--- config.mk ---
export PLATFORM = sky130hd
export DESIGN_NAME = sahc_mod
export DESIGN_NICKNAME = d
export VERILOG_FILES = /design/src/hdl/sahc_mod.sv
export SDC_FILE = /design/constraint.sdc
export NUM_CORES = 1
export LEC_CHECK = 0
export BUFFER_PORTS_ARGS = -buffer_cell sky130_fd_sc_hd__buf_2
export CORE_AREA = 10 10 102 81
export DETAILED_ROUTE_END_ITERATION = 10
export DIE_AREA = 0 0 112 91
export PLACE_DENSITY = 0.8
export SETUP_SLACK_MARGIN = 0.4
export SYNTH_ARGS = -nofsm -noshare
export SYNTH_HDL_FRONTEND = slang
export SYNTH_SLANG_ARGS = --single-unit
--- constraint.sdc ---
create_clock -name clk_i -period 2.65 [get_ports clk_i]
set_input_delay 0.1325 -clock clk_i [delete_from_list [all_inputs] [get_ports clk_i]]
set_output_delay 0.1325 -clock clk_i [all_outputs]
set_load 0.01 [all_outputs]
--- src/hdl/sahc_mod.sv ---
`default_nettype none
// Iterative hash mod bucket count, one quotient bit per cycle.
module sahc_mod #(
  parameter int unsigned BW = 10
) (
  input  wire logic                   clk_i,
  input  wire logic                   rst_ni,
  input  wire logic                   start_i,
  input  wire logic [31:0]            hash_i,
  input  wire logic [BW:0]            div_i,
  output logic                        done_o,
  output logic [BW-1:0]               rem_o
);
  logic [31:0] num_q, num_d;
  logic [BW:0] rem_q, rem_d;
  logic [5:0]  cnt_q, cnt_d;
  logic        busy_q, busy_d;
  logic        done_q, done_d;
  logic [BW+1:0] trial;

  assign trial = {rem_q, num_q[31]};

  always_comb begin
    num_d  = num_q;
    rem_d  = rem_q;
    cnt_d  = cnt_q;
    busy_d = busy_q;
    done_d = 1'b0;
    if (start_i) begin
      num_d  = hash_i;
      rem_d  = '0;
      cnt_d  = 6'd0;
      busy_d = 1'b1;
    end else if (busy_q) begin
      num_d = {num_q[30:0], 1'b0};
      if (trial >= {1'b0, div_i}) begin
        rem_d = (BW+1)'(trial - {1'b0, div_i});
      end else begin
        rem_d = trial[BW:0];
      end
      cnt_d = cnt_q + 6'd1;
      if (cnt_q == 6'd31) begin
        busy_d = 1'b0;
        done_d = 1'b1;
      end
    end
  end

  always_ff @(posedge clk_i or negedge rst_ni) begin
    if (!rst_ni) begin
      busy_q <= 1'b0;
      done_q <= 1'b0;
      cnt_q  <= '0;
    end else begin
      busy_q <= busy_d;
      done_q <= done_d;
      cnt_q  <= cnt_d;
    end
  end

  always_ff @(posedge clk_i) begin
    num_q <= num_d;
    rem_q <= rem_d;
  end

  assign done_o = done_q;
  assign rem_o  = rem_q[BW-1:0];
endmodule
`default_nettype wire
==> results.md <==
* Root buf cell: clkbuf_8
* Syn nets at 309
* GP Congestion at 0.981
* Power per cell area at 833 nW/µm²
* Syn-to-layout area delta at 21.8%
* Hpwl dp at 4740 µm
* Final setup viols at 0
* DRC at 0
* WHS Path Cells at 2
* CTS tree: built
* CP endpoint kind: flop
* Antenna Nets Post-Route at 0
* Total Wirelength at 6330 µm
* Drt pass-1 iters at 4
* Synth top cells by count: mux2_2 (33), edfxtp_1 (32), nor2_1 (19), inv_1 (16), nand2_1 (16)
* Leak at 1.51 nW
* Crit-path max FO at 3
* Most common cell in the netlist: mux2_2
* Critical Setup Path Class: reg -> reg
* Starting density of the core at 45.1%
* Mapped Area at 2810 µm²
* Worst-path clk slew at 90 ps
* Final worst slack at 279 ps
* Total CTS buffers at 5
* R2R setup slack at 280 ps
* Worst slack at placement at 213 ps
* CTS max path bufs at 2
* First-pass GRT wire length at 10300 µm
* Vias/cell at 5.18
* Yosys top cell by area: edfxtp_1
* Status: finished clean
* Worst VDD drop at 0.000293 V
* Die area at 10200 µm²
* Worst-margin pin slew at 539 ps
* Row count at 25
* Syn Inst Count at 250
* Largest net degree at the start of global routing at 29
* Synth cell types at 45
* Setup Skew at 8.11 ps
* Tcrit/Tclk final at 89.5%
* RSZ-0062 raised after global routing: true
* Die X at 112 µm
* Core ar. at 6220 µm²
* Synthesized flop and latch total at 51
* Post-layout nets at 374
* Iteration-0 DRC Markers at 80
* Fmax at 422 MHz
* Syn Area/Cell at 11.2 µm²
* Sequential area share after synthesis at 49.2%
* Hold WS at 118 ps
* Maxcap violations at 0
* WP data required at 2870 ps
* Drt wl/cell at 15.9 µm
* Layout cells sized above 1 at 42.4%
* Vias in the first global route at 2083
* Tot Pwr at 2.85 mW
* Count of flip-flops with a built-in enable after synthesis at 32
* Worst hold path class: in -> reg
* Post-route setup TNS at 0 ps
* I/O pin count at 57
* Rel. slew slack at 64.0%
* Critical Path Source Type: flop
* Minimum clock period at 2370 ps
* FFs w/ async S/R, synth at 15.7%
* Arr. time, crit path at 2590 ps
* Primary FF master, synth: edfxtp_1
* Top post-synthesis cells by area: edfxtp_1 (34%), mux2_2 (13%), dfxtp_1 (7.8%), dfrtp_1 (7.1%), ha_1 (5.3%)
* Max Transition Viols Final at 0
* Overall die height at 91 µm
* Initial antenna violation count at 2
* CTS sink cnt at 51
* Fin. Hold Viols at 0
* Total Routing Usage GR at 12.1%
* Finished Core Util at 55.0%
* Post-synth top area share at 34.2%
* Worst-Skew Late Latency at 300 ps
* Synth Warn # at 0
* Number of port buffers at 56
* Overflow after GRT at 0
* Reg2Reg Depth at 9
* Via count at 2061
* CTS H-tree depth at 2
==> report_power, final <==
part	internal, mW	switching (mW)
clock	0.184	0.255
sequential	0.975	0.0992
combinational	0.666	0.672
total	1.83	1.03
==> metrics by stage <==
stage / cells / cell area, µm²
3_5_place_dp: 377 / 3160
5_1_grt: 398 / 3420
3_3_place_gp: 377 / 3160
2_1_floorplan: 250 / 2830
6_report: 398 / 3420
4_1_cts: 391 / 3340
==> worst max-delay path, cell delays in order, from the launching register on <==
cell	delay (ps)
edfxtp_1	370
inv_2	50
ha_4	160
fa_2	380
nand2b_4	160
o2bb2ai_4	140
a211o_1	290
and2_4	160
or3b_1	360
a311oi_2	230
==> state kept, by name, summed over array words and instances, names as in the netlist <==
name / count
busy_q: 1
num_q: 32
rem_q: 11
cnt_q: 6
done_o: 1
==> placed cells by master, fill, tap and decap left out, types with 5 or more instances in the layout <==
cell / count
nor2_1: 18
ha_1: 11
buf_4: 17
clkbuf_8: 5
dfrtp_1: 8
a21oi_1: 10
inv_1: 15
nand2_1: 15
mux2_2: 31
buf_2: 56
edfxtp_1: 32
o21ai_0: 12
dfxtp_1: 11
==> layout make-up <==
cell class | count | area, µm²
timing repair buffer | 76 | 440
clock inverter | 3 | 20.0
sequential | 51 | 1380
tap | 81 | 101
antenna | 1 | 2.50
fill | 547 | 2800
clock buffer | 5 | 68.8
inverter | 16 | 60.1
multi-input combinational | 165 | 1350
==> cells by family after synthesis <==
family | synth area share, %
AND/OR/NAND/NOR | 10.2
flip-flops | 49.2
AO/OA/AOI/OAI | 12.0
multiplexers | 13.9
buffers and inverters | 6.14
adder cells (fa/ha/maj) | 6.06
XOR/XNOR | 2.49
==> final timing paths <==
path	end	startpoint
setup / recovery	rem_q[6]	num_q[31]
hold / removal	num_q[0]	hash_i[0]
setup reg to reg	rem_q[6]	num_q[31]
hold reg to reg	rem_q[8]	rem_q[8]
max in group asynchronous	busy_q	rst_ni
min in group asynchronous	cnt_q[5]	rst_ni
==> routing by layer <==
metal,wire length (µm),GRT usage (%)
met4,44,3.27
met2,2800,17.5
met3,553,3.68
met1,2930,16.9
met5,7,0
==> what timing repair did <==
item | CTS | global route
setup buffers | 5 | 6
setup endpoints to repair | 6 | 11
hold endpoints to repair | 8 | 0
pin swaps | 6 | 5
hold buffers | 1 | 0
resized for setup | 8 | 12
No activity file was read; power rests on OpenSTA's default activity.
